### src/sv/kcr_pkg.sv
// Shared types, constants and saturation helpers for the collision resolver.
// No dependencies.
`timescale 1ns / 1ps
`default_nettype none

package kcr_pkg;

   localparam int FRAC_BITS_DEF = 16;

   localparam logic signed [31:0] MAX32 = 32'sh7FFF_FFFF;
   localparam logic signed [31:0] MIN32 = 32'sh8000_0000;
   localparam logic signed [63:0] MAX64 = 64'sh7FFF_FFFF_FFFF_FFFF;
   localparam logic signed [63:0] MIN64 = 64'sh8000_0000_0000_0000;

   // operand pairs for the shared multiplier
   typedef enum logic [3:0] {
      MS_VX_MX, MS_VY_MY, MS_OX_MX, MS_OY_MY, MS_MX_MX, MS_MY_MY,
      MS_PX_MX, MS_PY_MY, MS_MX_DDP, MS_MY_DDP, MS_MX_R, MS_MY_R,
      MS_CX_MY, MS_CY_MX
   } mul_sel_type;

   typedef enum logic [2:0] {
      DD_NONE, DD_SV, DD_SO, DD_N, DD_D
   } dot_dst_type;

   typedef enum logic [1:0] {
      DS_P, DS_Q, DS_R
   } div_src_type;

   typedef struct packed {
      logic        capture;
      logic        resolve;
      mul_sel_type mul_sel;
      logic        hold;
      dot_dst_type dot_dst;
      logic        div_start;
      div_src_type div_src;
      logic        div_load;
      logic        p_default;
      logic        ddp_load;
      logic        pos_x_load;
      logic        pos_y_load;
      logic        velr_x_load;
      logic        velr_y_load;
      logic        vel_neg_load;
   } kcr_cmd_type;

   typedef struct packed {
      logic skip;
      logic total_zero;
      logic vel_zero;
      logic v_pos;
      logic cross_ne;
      logic div_done;
   } kcr_status_type;

   function automatic logic signed [31:0] sat32(input logic signed [65:0] x);
      logic signed [31:0] r;
      if (x > 66'(MAX32)) r = MAX32;
      else if (x < 66'(MIN32)) r = MIN32;
      else r = x[31:0];
      return r;
   endfunction

   function automatic logic signed [63:0] sat64(input logic signed [64:0] x);
      logic signed [63:0] r;
      if (x > 65'(MAX64)) r = MAX64;
      else if (x < 65'(MIN64)) r = MIN64;
      else r = x[63:0];
      return r;
   endfunction

endpackage

`default_nettype wire

### src/sv/kcr_ctrl.sv
// Controller state machine: sequences multiplies, divisions and updates.
// Depends on kcr_pkg.
`timescale 1ns / 1ps
`default_nettype none

module kcr_ctrl (
   input  wire logic                     clock,
   input  wire logic                     reset,
   input  wire logic                     req_valid,
   output logic                          req_stall,
   input  wire logic                     req_func,
   output logic                          rsp_valid,
   input  wire logic                     rsp_stall,
   input  wire kcr_pkg::kcr_status_type  status,
   output kcr_pkg::kcr_cmd_type          cmd
);
   import kcr_pkg::*;

   typedef enum logic [9:0] {
      S_IDLE     = 10'b00_0000_0001,
      S_DOT      = 10'b00_0000_0010,
      S_DIV_GO   = 10'b00_0000_0100,
      S_DIV_WAIT = 10'b00_0000_1000,
      S_DDP      = 10'b00_0001_0000,
      S_POS      = 10'b00_0010_0000,
      S_VEL_GO   = 10'b00_0100_0000,
      S_VMUL     = 10'b00_1000_0000,
      S_CROSS    = 10'b01_0000_0000,
      S_OUT      = 10'b10_0000_0000
   } state_type;

   state_type   state_ff, state_in;
   logic [3:0]  step_ff, step_in;
   div_src_type src_ff, src_in;
   logic        accept;

   assign req_stall = (state_ff != S_IDLE);
   assign rsp_valid = (state_ff == S_OUT);
   assign accept    = req_valid && !req_stall;

   always_comb begin
      state_in    = state_ff;
      step_in     = step_ff;
      src_in      = src_ff;
      cmd         = '0;
      cmd.div_src = src_ff;
      unique case (state_ff)
         S_IDLE: begin
            if (accept) begin
               if (req_func) begin
                  cmd.resolve = 1'b1;
                  state_in    = S_OUT;
               end else if (!status.skip) begin
                  cmd.capture = 1'b1;
                  step_in     = '0;
                  state_in    = S_DOT;
               end
            end
         end
         S_DOT: begin
            step_in = step_ff + 4'd1;
            unique case (step_ff)
               4'd0: cmd.mul_sel = MS_VX_MX;
               4'd1: begin cmd.mul_sel = MS_VY_MY; cmd.hold = 1'b1; end
               4'd2: begin cmd.mul_sel = MS_OX_MX; cmd.dot_dst = DD_SV; end
               4'd3: begin cmd.mul_sel = MS_OY_MY; cmd.hold = 1'b1; end
               4'd4: begin cmd.mul_sel = MS_MX_MX; cmd.dot_dst = DD_SO; end
               4'd5: begin cmd.mul_sel = MS_MY_MY; cmd.hold = 1'b1; end
               4'd6: begin cmd.mul_sel = MS_PX_MX; cmd.dot_dst = DD_N; end
               4'd7: begin cmd.mul_sel = MS_PY_MY; cmd.hold = 1'b1; end
               default: begin
                  cmd.dot_dst = DD_D;
                  src_in      = DS_P;
                  state_in    = S_DIV_GO;
               end
            endcase
         end
         S_DIV_GO: begin
            if (src_ff == DS_P && status.total_zero) begin
               cmd.p_default = 1'b1;
               src_in        = DS_Q;
            end else begin
               cmd.div_start = 1'b1;
               state_in      = S_DIV_WAIT;
            end
         end
         S_DIV_WAIT: begin
            if (status.div_done) begin
               cmd.div_load = 1'b1;
               unique case (src_ff)
                  DS_P: begin src_in = DS_Q; state_in = S_DIV_GO; end
                  DS_Q: state_in = S_DDP;
                  DS_R: begin step_in = '0; state_in = S_VMUL; end
                  default: state_in = S_IDLE;
               endcase
            end
         end
         S_DDP: begin
            cmd.ddp_load = 1'b1;
            step_in      = '0;
            state_in     = S_POS;
         end
         S_POS: begin
            step_in = step_ff + 4'd1;
            unique case (step_ff)
               4'd0: cmd.mul_sel = MS_MX_DDP;
               4'd1: begin cmd.mul_sel = MS_MY_DDP; cmd.pos_x_load = 1'b1; end
               default: begin cmd.pos_y_load = 1'b1; state_in = S_VEL_GO; end
            endcase
         end
         S_VEL_GO: begin
            step_in = '0;
            if (status.vel_zero) begin
               src_in   = DS_R;
               state_in = S_DIV_GO;
            end else if (status.v_pos) begin
               state_in = S_CROSS;
            end else begin
               state_in = S_IDLE;
            end
         end
         S_VMUL: begin
            step_in = step_ff + 4'd1;
            unique case (step_ff)
               4'd0: cmd.mul_sel = MS_MX_R;
               4'd1: begin cmd.mul_sel = MS_MY_R; cmd.velr_x_load = 1'b1; end
               default: begin cmd.velr_y_load = 1'b1; state_in = S_IDLE; end
            endcase
         end
         S_CROSS: begin
            step_in = step_ff + 4'd1;
            unique case (step_ff)
               4'd0: cmd.mul_sel = MS_CX_MY;
               4'd1: begin cmd.mul_sel = MS_CY_MX; cmd.hold = 1'b1; end
               default: begin
                  cmd.vel_neg_load = status.cross_ne;
                  state_in         = S_IDLE;
               end
            endcase
         end
         S_OUT: begin
            if (!rsp_stall) state_in = S_IDLE;
         end
         default: state_in = S_IDLE;
      endcase
   end

   always_ff @(posedge clock) begin
      if (reset) begin
         state_ff <= S_IDLE;
         step_ff  <= '0;
         src_ff   <= DS_P;
      end else begin
         state_ff <= state_in;
         step_ff  <= step_in;
         src_ff   <= src_in;
      end
   end

endmodule

`default_nettype wire

### config.mk
export PLATFORM = sky130hd
export DESIGN_NAME = kcr_ctrl
export DESIGN_NICKNAME = d
export VERILOG_FILES = /design/src/sv/kcr_pkg.sv /design/src/sv/kcr_ctrl.sv
export SDC_FILE = /design/constraint.sdc
export NUM_CORES = 1
export LEC_CHECK = 0
export ABC_CLOCK_PERIOD_IN_PS = 2300
export BUFFER_PORTS_ARGS = -buffer_cell sky130_fd_sc_hd__buf_2
export CAP_MARGIN = 20
export CORE_UTILIZATION = 41
export DETAILED_ROUTE_END_ITERATION = 8
export PLACE_DENSITY_LB_ADDON = 0.05
export SLEW_MARGIN = 0
export SYNTH_ARGS = -nofsm -noshare
export SYNTH_HDL_FRONTEND = slang
export SYNTH_SLANG_ARGS = --single-unit
### constraint.sdc
create_clock -name clock -period 2.3 [get_ports clock]
set_input_delay 0.46 -clock clock [delete_from_list [all_inputs] [get_ports clock]]
set_output_delay 0.46 -clock clock [all_outputs]
set_load 0.005 [all_outputs]
# Word level (Yosys, flattened, before mapping)
# Cells that the tools add are included.
[op_classes] n_addsub=1 n_eq_ne=34 mux=52 n_reduce_logical=17
[ops] cell="10-bit two-way mux" count=9
[ops] cell="10-bit one-hot mux with 9 select lines" count=1
[ops] cell="4-bit one-hot mux with 4 select lines" count=2
[ops] cell="2-bit inequality test, second input constant" count=12
[ops] cell="4-bit one-hot mux with 2 select lines" count=3
[ops] cell="8-bit one-hot mux with 3 select lines" count=1
[ops] cell="3-bit one-hot mux with 7 select lines" count=1
[ops] cell="4-bit two-way mux" count=5
[ops] cell="2-bit two-way mux" count=9
[ops] cell="9-bit two-way mux" count=2
[ops] cell="4-bit by 3-bit == test with 1-bit output, second input constant" count=4
[ops] cell="1-bit two-way mux" count=15
[ops] cell="3-bit one-hot mux with 4 select lines" count=1
[ops] cell="6-bit AND reduction" count=2
[ops] cell="10-bit by 1-bit == test with 1-bit output, second input constant" count=1
[ops] cell="10-bit == test, second input constant" count=1
[ops] cell="10-bit by 2-bit == test with 1-bit output, second input constant" count=1
[ops] cell="10-bit by 3-bit == test with 1-bit output, second input constant" count=1
[ops] cell="10-bit by 4-bit == test with 1-bit output, second input constant" count=1
[ops] cell="10-bit by 5-bit == test with 1-bit output, second input constant" count=1
[ops] cell="10-bit by 6-bit == test with 1-bit output, second input constant" count=1
[ops] cell="10-bit by 7-bit == test with 1-bit output, second input constant" count=1
[ops] cell="10-bit by 8-bit == test with 1-bit output, second input constant" count=1
[ops] cell="10-bit by 9-bit == test with 1-bit output, second input constant" count=1
[ops] cell="21 further kinds" count=27
[totals] register_bits=16 output_inout_bits=23 word_cells=107

# Logic depth before layout (Yosys ltp)
# Gate-level depths: netlist of the first run.
[logic_depth] word_depth=5 depth_mapped=8 depth_no_buf=8

# Worst setup path before layout of the first run
# No wires, ideal clock.
[synth_path] kind="reg-to-reg" start="register step_ff[0]" end="register state_ff[1]" setup_ns=0.071 arrival_time_ns=2.010 required_ns=2.229 setup_slack_ns=0.219 stages_incl_launch_ff=9 n_path_buf=0 cell_sequence="dfxtp_1 inv_1 ha_1 nor4_1 nor4b_2 o21ai_1 o21ai_1 or4b_1 a21oi_1"
[synth_via] elab_chain_cells=4 elab_cells_between_ends=14
[synth_rtl] item="from (decl)" line="kcr_ctrl.sv:33" text="logic [3:0] step_ff, step_in;"
[synth_rtl] item="from (signal assigned)" line="kcr_ctrl.sv:155" text="step_ff <= step_in;"
[synth_rtl] item="4-bit by 1-bit == test with 1-bit output (tied with other cells)"
[synth_rtl] item="8-bit OR reduction (no line) or 2-bit OR reduction (tied branches)"
[synth_rtl] item="2-bit inequality test (no line)"
[synth_rtl] item="8-bit AND reduction (no line) *"
[synth_rtl] item="to (signal assigned)" line="kcr_ctrl.sv:154" text="state_ff <= state_in;"
[synth_rtl] item="to (decl)" line="kcr_ctrl.sv:32" text="state_type state_ff, state_in;"
# Every way passes the cells marked *; elsewhere a longest branch is shown, timed or not.
# A chain may end at the register's enable or synchronous reset.

==> flow_summary.toml, run 1 <==
[clock_network]
cts-hold-fix-buffers = 0
htree_num_levels = 1
path_clk_slew_ns = 0.12
clk_latency_ns = 0.30
numCtsBuffers = 3
cts_buffer_depth = 2
cts_tree = "yes"
cts_root_buffer = "clkbuf_4"
cts_sinks = 16

[power]
p_leak_nw = 0.787
ir_drop_uv = 312
power.density_nw_per_um2 = 584

[critical_path]
r2r_start = "step_ff[0]"
r2r_slack_ns = 0.09
reg2reg_to = "state_ff[1]"
cp_slowest_cell = "or4_4"
cp_data_required_time_ns = 1.84
reg2reg_depth = 9
cp_num_buf_inv = 1
path_max_fanout = 5
crit_path_cell_trace = "or4_4 -> nor3_4 -> and2_1 -> buf_2"
crit_type = "reg2out"
crit_family = "simple AND/OR/NAND/NOR gates"
cp.arrival_ns = 1.81
crit_path_end_kind = "primary output"
startpoint_type = "register"
crit_path_max_incr_delay_ns = 0.59

[placed_design]
io_buffers = 33
dpl.cell_count = 256
gp_congestion = 0.920
dpl.hpwl_um = 3080
place_area_um2 = 1640

[sta]
hold_viol = 0
fin_crit_sh_pct = 98.5
worstMarginPinSlew_ns = 0.466
finalSetupTns_ns = 0
rsz0062_at_grt = "true"
drv_slew = 0
max_freq_mhz = 441
finalSetupViolations = 0
fin_crit_ns = 2.27
finClkSkew_ns = 0.0169
relSlewSlack_pct = 68.7

[floorplanning]
core_um2 = 3130
start_util_pct = 44.0
num_rows = 20
die_area_um2 = 3600
die_height_um = 60.0
pin_count = 34
die_w_um = 60.0

[cells_and_area]
syn_to_final_growth_pct = 38.6
nFillCells = 294
drive_above_1_share_pct = 45.8
design_area_um2 = 1910
diodes = 0
final_util_pct = 61.0
nets = 243
final_cells = 271

[drt]
drtPass1Iterations = 6
drt_iter0_drc = 135
drc = 0
wl_per_cell_um = 15.4
ant_nets = 0
viasPerCell = 5.66
wl_um = 4180
vias = 1534

[global_route]
grtUsageTotal_pct = 23.9
grt_pass1_vias = 1303
antenna_found_initial = 0
grt_overflow = 0
grt_max_degree = 18
grt_pass1_wl_um = 6270

[synth]
synth_compound_area_share_pct = 21.2
synth_flop_cell = "dfxtp_1"
yosys-top-cells-area = "dfxtp_1 (23%), nor2_1 (6.0%), a21oi_1 (4.4%)"
synth_top_area_share_pct = 23.3
yosys.cell_count.top_type = "nor2_1"
yosys.area.top_type = "dfxtp_1"
syn_area_um2 = 1380
synth.avg_cell_area_um2 = 7.87
yosys-top-cells-count = "nor2_1 (22), dfxtp_1 (16), nand2_1 (14), a21oi_1 (12), nor3_1 (10)"
synth_xor_area_share_pct = 1.27
synth_edf_count = 0
synthAdderAreaFrac_pct = 3.63
synth_top_family_by_area = "simple AND/OR/NAND/NOR gates"
yosys_warnings = 0
synth_cell_type_count = 51
syn_nets = 190
synthMuxAreaShare_pct = 1.45
synthSimpleGateAreaFrac_pct = 43.5
synth-seq-cells = 16
ys_seq_area_share_pct = 23.3
synthCells = 175
async_reset_ff_share_pct = 0

[run_status]
status = "completed"

[run]
max_cap_violations = 0

[worst_hold_path]
hp-class = "in2reg"
hold_depth = 3
hp-start = "rsp_stall"
holdPathEnd = "state_ff[9]"
## what timing repair did
| action | in CTS | in global routing |
|---|---|---|
| hold endpoints to repair | 0 | 0 |
| resized for setup | 9 | 30 |
| pin swaps | 1 | 14 |
| setup endpoints to repair | 6 | 14 |
| setup buffers | 0 | 11 |
## area by class of cell
type                            count  area [µm²]  area share, %
Tap cell                           44        55.1           2.88
Clock buffer                        4        36.3           1.90
Sequential cell                    16         350           18.3
Inverter                            6        22.5           1.18
Timing Repair Buffer               57         364           19.1
Multi-Input combinational cell    144        1080           56.6
## logic make-up (layout without fill, tap and decap cells)
kind of cell | Yosys count | in the layout
adders and majority gates | 4 | 4
AOI/OAI and AO/OA | 40 | 40
muxes | 2 | 2
DFF | 16 | 16
buffers and inverters | 15 | 67
and+or+nand+nor | 96 | 96
xor gates and xnor gates | 2 | 2
## worst max-delay path by stage
stage                      startpoint          end  slack, ns  cells past startpoint
final                     state_ff[8]       cmd[7]       0.03                      4
after detailed placement   step_ff[0]  state_ff[1]       0.05                      9
after CTS                 state_ff[9]      cmd[15]      0.003                      6
after global placement     step_ff[0]  state_ff[1]       0.18                      9
after global routing      state_ff[9]      cmd[15]      -0.07                      8
after floorplan            step_ff[0]  state_ff[1]       0.22                      8
## sequential cells by signal, indices dropped and copies added (netlist names)
register and count:
src_ff 2, step_ff 4, state_ff 10
## metrics by stage
step | hold WS, ns | total power [mW] | setup slack, ns
5_1_grt | 0.440 | 1.18 | -0.0705
6_report | 0.392 | 1.11 | 0.0334
4_1_cts | 0.402 | 1.05 | 0.00318
2_1_floorplan | 0.510 | 0.662 | 0.219
3_5_place_dp | 0.535 | 0.836 | 0.0524
3_3_place_gp | 0.531 | 0.827 | 0.179
## worst reg2reg max path, stage by stage, from the launching register on
cell	delay [ns]
dfxtp_4	0.39
inv_1	0.06
ha_1	0.22
nor4_2	0.25
buf_4	0.16
nor4b_2	0.05
o21ai_1	0.23
o21ai_2	0.13
or4b_1	0.50
a21oi_1	0.17
## layout by cell type, fill, tap and decap left out, types with 2 or more instances in the layout
master     n
nand2_1   13
o21ai_2    2
nor2_1    19
nor4b_1    2
and3_1     2
nor4_4     2
dfxtp_2    3
xnor2_1    2
nand4_1    4
mux2i_1    2
o31ai_1    4
nor2_2     2
ha_1       3
dfxtp_1    6
or4_4      2
clkbuf_4   3
nand3_2    2
nand3_1    6
buf_2     32
o21ai_0    4
dfxtp_4    7
nor3_1     9
a31oi_1    2
nor4b_2    4
a22oi_1    2
a21oi_1   12
buf_4     23
nor2b_1    4
nand2b_1   6
nor3b_1    3
nor4_2     2
o21ai_1    2
o21a_1     2
nor2_4     2
inv_1      6
## report_power, final
part | internal (mW) | switching, mW | leakage (nW)
logic | 0.256 | 0.308 | 0.630
registers | 0.300 | 0.0481 | 0.136
clock network | 0.0964 | 0.107 | 0.0210
## metal layers
layer / wire length (µm) / vias to the layer above / global-route usage [%]
met3: 290 / 4 / 3.68
met5: 0 / - / 0
met1: 1850 / 706 / 32.2
met2: 2000 / 67 / 39.2
li1: - / 757 / -
met4: 38 / 0 / 6.31
(Power assumes the default switching activity.)
==> run 2, diff against run 1 <==
--- a/config.mk
+++ b/config.mk
@@ -11,6 +11,7 @@
 export CORE_UTILIZATION = 41
 export DETAILED_ROUTE_END_ITERATION = 8
 export PLACE_DENSITY_LB_ADDON = 0.05
+export RECOVER_POWER = 100
 export SLEW_MARGIN = 0
 export SYNTH_ARGS = -nofsm -noshare
 export SYNTH_HDL_FRONTEND = slang
==> run 2 against run 1 <==
Effect of this change: sequential cell count stayed put; design area down 0.13%; clock-buffer cell count unchanged; cell count unchanged; critical endpoint unchanged.
==> flow_summary.toml, run 2 (same netlist as run 1, synthesis figures left out) <==
[cells_and_area]
final_util_pct = 61.0
mostFrequentLayoutCell = "buf_2"
largest_register = "state_ff"
diodes = 0
reg_top3 = "state_ff: 10 flops, step_ff: 4 flops, src_ff: 2 flops"
layout_common_cells = "buf_2 (30), buf_4 (23), nor2_1 (19)"
nets = 243
syn_to_final_growth_pct = 38.4
largest_reg_flops = 10
drive_above_1_share_pct = 44.9

[critical_path]
crit_path_end_kind = "primary output"
r2r_start = "step_ff[0]"
startpoint_type = "register"
cp.arrival_ns = 1.81
crit_path_cell_trace = "or4_4 -> nor3_4 -> and2_1 -> buf_2"
cp_slowest_cell = "or4_4"
crit_type = "reg2out"
path_max_fanout = 5
crit_start = "state_ff[8]"
cp_data_required_time_ns = 1.84
crit_path_max_incr_delay_ns = 0.59
crit_family = "simple AND/OR/NAND/NOR gates"
cp_num_buf_inv = 1

[clock_network]
cts_tree = "yes"
cts_sinks = 16
numCtsBuffers = 3
path_clk_slew_ns = 0.12
cts_buffer_depth = 2
htree_num_levels = 1
cts_root_buffer = "clkbuf_4"
clk_latency_ns = 0.30
cts-hold-fix-buffers = 0

[worst_hold_path]
hp-start = "rsp_stall"
hp-class = "in2reg"

[run]
max_cap_violations = 0

[placed_design]
gp_congestion = 0.920
io_buffers = 33
dpl.hpwl_um = 3080

[sta]
hold_slack_ns = 0.393
fin_crit_sh_pct = 98.5
finalSetupTns_ns = 0
relSlewSlack_pct = 67.4
finClkSkew_ns = 0.0177
fin_crit_ns = 2.27
max_freq_mhz = 441
rsz0062_at_grt = "true"
drv_slew = 0
worstMarginPinSlew_ns = 0.485
finalSetupViolations = 0
hold_viol = 0

[global_route]
grtUsageTotal_pct = 23.9
grt_overflow = 0
antenna_found_initial = 0
grt_max_degree = 18
grt_pass1_vias = 1303
grt_pass1_wl_um = 6270

[drt]
vias = 1527
viasPerCell = 5.63
wl_per_cell_um = 15.3
drc = 0
drt_iter0_drc = 135
drtPass1Iterations = 6
wl_um = 4150
ant_nets = 0

[floorplanning]
core_um2 = 3130
die_height_um = 60.0
num_rows = 20
die_w_um = 60.0
start_util_pct = 44.0
die_area_um2 = 3600
pin_count = 34

[power]
ir_drop_uv = 310
p_leak_nw = 0.778
power.density_nw_per_um2 = 583

[run_status]
status = "completed"
==> run 2: metal layers <==
layer	track usage [%]	wire length (µm)
met1	32.2	1780
met2	39.2	1980
met3	3.68	352
met4	6.31	42
met5	0	0
==> run 2: worst paths after layout <==
kind,slack (ns),depth (start not counted),to
min,0.39,3,state_ff[9]
min reg2reg,0.48,1,step_ff[0]
max reg2reg,0.09,9,state_ff[1]
max,0.03,4,cmd[7]
==> run 2: through the flow <==
stage	cells	power, mW	setup WS [ns]	instance area, µm²
after floorplan	175	0.662	0.219	1380
after global placement	256	0.827	0.179	1640
after detailed placement	256	0.836	0.0524	1640
after CTS	260	1.05	0.00318	1700
after global routing	271	1.18	-0.0705	1910
final	271	1.11	0.0348	1910
==> run 2: power breakdown <==
part	total (mW)	switching (mW)	internal, mW
registers	0.348	0.0480	0.300
clock network	0.201	0.105	0.0963
logic	0.562	0.306	0.256
==> run 2: cell type report <==
cell class              instances  area [µm²]
repair buffers                 57         362
inverters                       6        22.5
flip-flops and latches         16         350
well taps                      44        55.1
clock buffers                   4        36.3
multi-input cells             144        1080
fillers                       295        1220
==> run 2: worst reg2reg max path, stage by stage, from the launching register on <==
cell and delay, ns:
dfxtp_4 0.39, inv_1 0.06, ha_1 0.22, nor4_2 0.25, buf_4 0.16, nor4b_2 0.05, o21ai_1 0.23, o21ai_2 0.13
or4b_1 0.49, a21oi_1 0.17
==> run 2: repair_timing <==
item / 4_1_cts / 5_1_grt
pin swaps: 1 / 14
resized for setup: 9 / 30
endpoints found under the setup margin: 6 / 14
setup buffers: 0 / 11
==> run 3, diff against run 2 <==
--- a/config.mk
+++ b/config.mk
@@ -8,10 +8,12 @@
 export ABC_CLOCK_PERIOD_IN_PS = 2300
 export BUFFER_PORTS_ARGS = -buffer_cell sky130_fd_sc_hd__buf_2
 export CAP_MARGIN = 20
+export CORE_MARGIN = 2
 export CORE_UTILIZATION = 41
 export DETAILED_ROUTE_END_ITERATION = 8
 export PLACE_DENSITY_LB_ADDON = 0.05
 export RECOVER_POWER = 100
+export SETUP_SLACK_MARGIN = 0.05
 export SLEW_MARGIN = 0
 export SYNTH_ARGS = -nofsm -noshare
 export SYNTH_HDL_FRONTEND = slang
==> run 3 against run 2 <==
Effect of this change: sequential power decreased by 3%; global-route usage decreased by 1.5 points; critical path depth increased by 2; sequential cell count unchanged; first-iteration DRC count decreased by 16%; setup slack improved by 0.0049 ns; cell count increased by 1.5%; design area increased by 1.2%; worst hold slack improved by 0.0090 ns; critical path type unchanged; critical endpoint is now cmd[15]; largest power group unchanged.
==> flow_summary.toml, run 3 (same netlist as run 1, synthesis figures left out) <==
[critical_path]
crit_path_end_kind = "primary output"
reg2reg_to = "state_ff[1]"
r2r_slack_ns = 0.08
cp_data_required_time_ns = 1.84
crit_type = "reg2out"
reg2reg_depth = 9
cp.arrival_ns = 1.80
r2r_start = "step_ff[0]"
path_max_fanout = 6
startpoint_type = "register"

[drt]
viasPerCell = 5.67
wl_um = 4250
vias = 1559
drt_iter0_drc = 114
drtPass1Iterations = 5
wl_per_cell_um = 15.5
drc = 0
ant_nets = 0

[cells_and_area]
largest_reg_flops = 10
reg_top3 = "state_ff: 10 flops, step_ff: 4 flops, src_ff: 2 flops"
mostFrequentLayoutCell = "buf_2"
diodes = 0
drive_above_1_share_pct = 46.7
largest_register = "state_ff"
nets = 245
layout_common_cells = "buf_2 (32), buf_4 (24), nor2_1 (19)"
design_area_um2 = 1930
seqCellArea_um2 = 345
nFillCells = 312
syn_to_final_growth_pct = 40.1
multi_input_area_um2 = 1090

[clock_network]
cts_tree = "yes"
path_clk_slew_ns = 0.11
cts-hold-fix-buffers = 0
htree_num_levels = 1
cts_buffer_depth = 2
cts_sinks = 16
clk_latency_ns = 0.32
cts_root_buffer = "clkbuf_4"
numCtsBuffers = 3

[sta]
max_freq_mhz = 442
fin_crit_ns = 2.26
hold_viol = 0
finalSetupViolations = 0
fin_crit_sh_pct = 98.3
timing.final.ws_setup_ns = 0.0398
finClkSkew_ns = 0.00921
drv_slew = 0
worstMarginPinSlew_ns = 0.456
rsz0062_at_grt = "true"
relSlewSlack_pct = 69.4

[power]
power.density_nw_per_um2 = 603
ir_drop_uv = 270
p_leak_nw = 0.797

[placed_design]
dp_slack_ns = 0.0873
io_buffers = 33
place_area_um2 = 1650
dpl.hpwl_um = 3090
gp_congestion = 0.883

[floorplanning]
start_util_pct = 41.9
pin_count = 34
die_w_um = 62.0
core_um2 = 3280
num_rows = 21
die_height_um = 62.0
die_area_um2 = 3840

[run_status]
status = "completed"

[global_route]
grt_overflow = 0
grt_pass1_vias = 1272
grt_max_degree = 18
antenna_found_initial = 0
grtUsageTotal_pct = 22.4
grt_pass1_wl_um = 6180

[worst_hold_path]
hp-start = "rsp_stall"
hold_depth = 3
hp-class = "in2reg"
holdPathEnd = "state_ff[9]"

[run]
max_cap_violations = 0
run 3: cell types whose count changed in the layout (fill, tap and decap cells not counted), sizes merged:
cell    delta
clkbuf     -2
buf        +4
run 3: area by class of cell:
class	instances	area share (%)
clock buffer	4	1.88
inverter	6	1.17
multi-input combinational	144	56.3
sequential	16	17.9
tap	46	2.98
timing repair buffer	59	19.8
run 3: what timing repair did:
| item | CTS | global route |
|---|---|---|
| setup endpoints to repair | 11 | 19 |
| pin swaps | 10 | 12 |
| resized for setup | 21 | 20 |
| buffers inserted | 6 | 6 |
run 3: how the worst max path moves through the flow:
stage,from,to,slack (ns),cells past startpoint
6_report,state_ff[8],cmd[15],0.04,6
5_1_grt,state_ff[8],cmd[15],-0.1,6
4_1_cts,state_ff[1],cmd[15],-0.03,6
3_5_place_dp,step_ff[0],state_ff[1],0.09,9
3_3_place_gp,step_ff[0],state_ff[1],0.17,9
2_1_floorplan,step_ff[0],state_ff[1],0.22,8
run 3: power by group:
part	leakage, nW	internal (mW)	total (mW)	switching [mW]
Sequential	0.136	0.298	0.339	0.0410
Clock	0.0210	0.0970	0.212	0.115
Combinational	0.640	0.286	0.614	0.329
Total	0.797	0.681	1.17	0.484
run 3: per-stage QoR:
step / TNS (ns) / instances / hold WS (ns) / power, mW / utilization [%]
after detailed placement: 0 / 259 / 0.554 / 0.838 / 50.2
final: 0 / 275 / 0.402 / 1.17 / 58.8
after global routing: -0.525 / 275 / 0.425 / 1.24 / 58.8
after global placement: 0 / 259 / 0.532 / 0.832 / 50.2
after CTS: -0.0472 / 269 / 0.408 / 1.10 / 55.3
after floorplan: 0 / 175 / 0.510 / 0.662 / -
run 3: metal layers:
| layer | GRT usage, % | part of all wire [%] | up-vias |
|---|---|---|---|
| met2 | 36.5 | 49 | 46 |
| li1 | - | - | 760 |
| met4 | 8.51 | 1.7 | 0 |
| met3 | 2.48 | 3.8 | 7 |
| met5 | 0 | 0 | - |
| met1 | 30.2 | 46 | 746 |
run 3: critical path: stages, from the launching register on:
cell and delay (ns):
dfxtp_4 0.38, nor4_4 0.31, nand2_2 0.13, o41ai_4 0.32, nand2_1 0.11, a21oi_2 0.12, buf_2 0.12
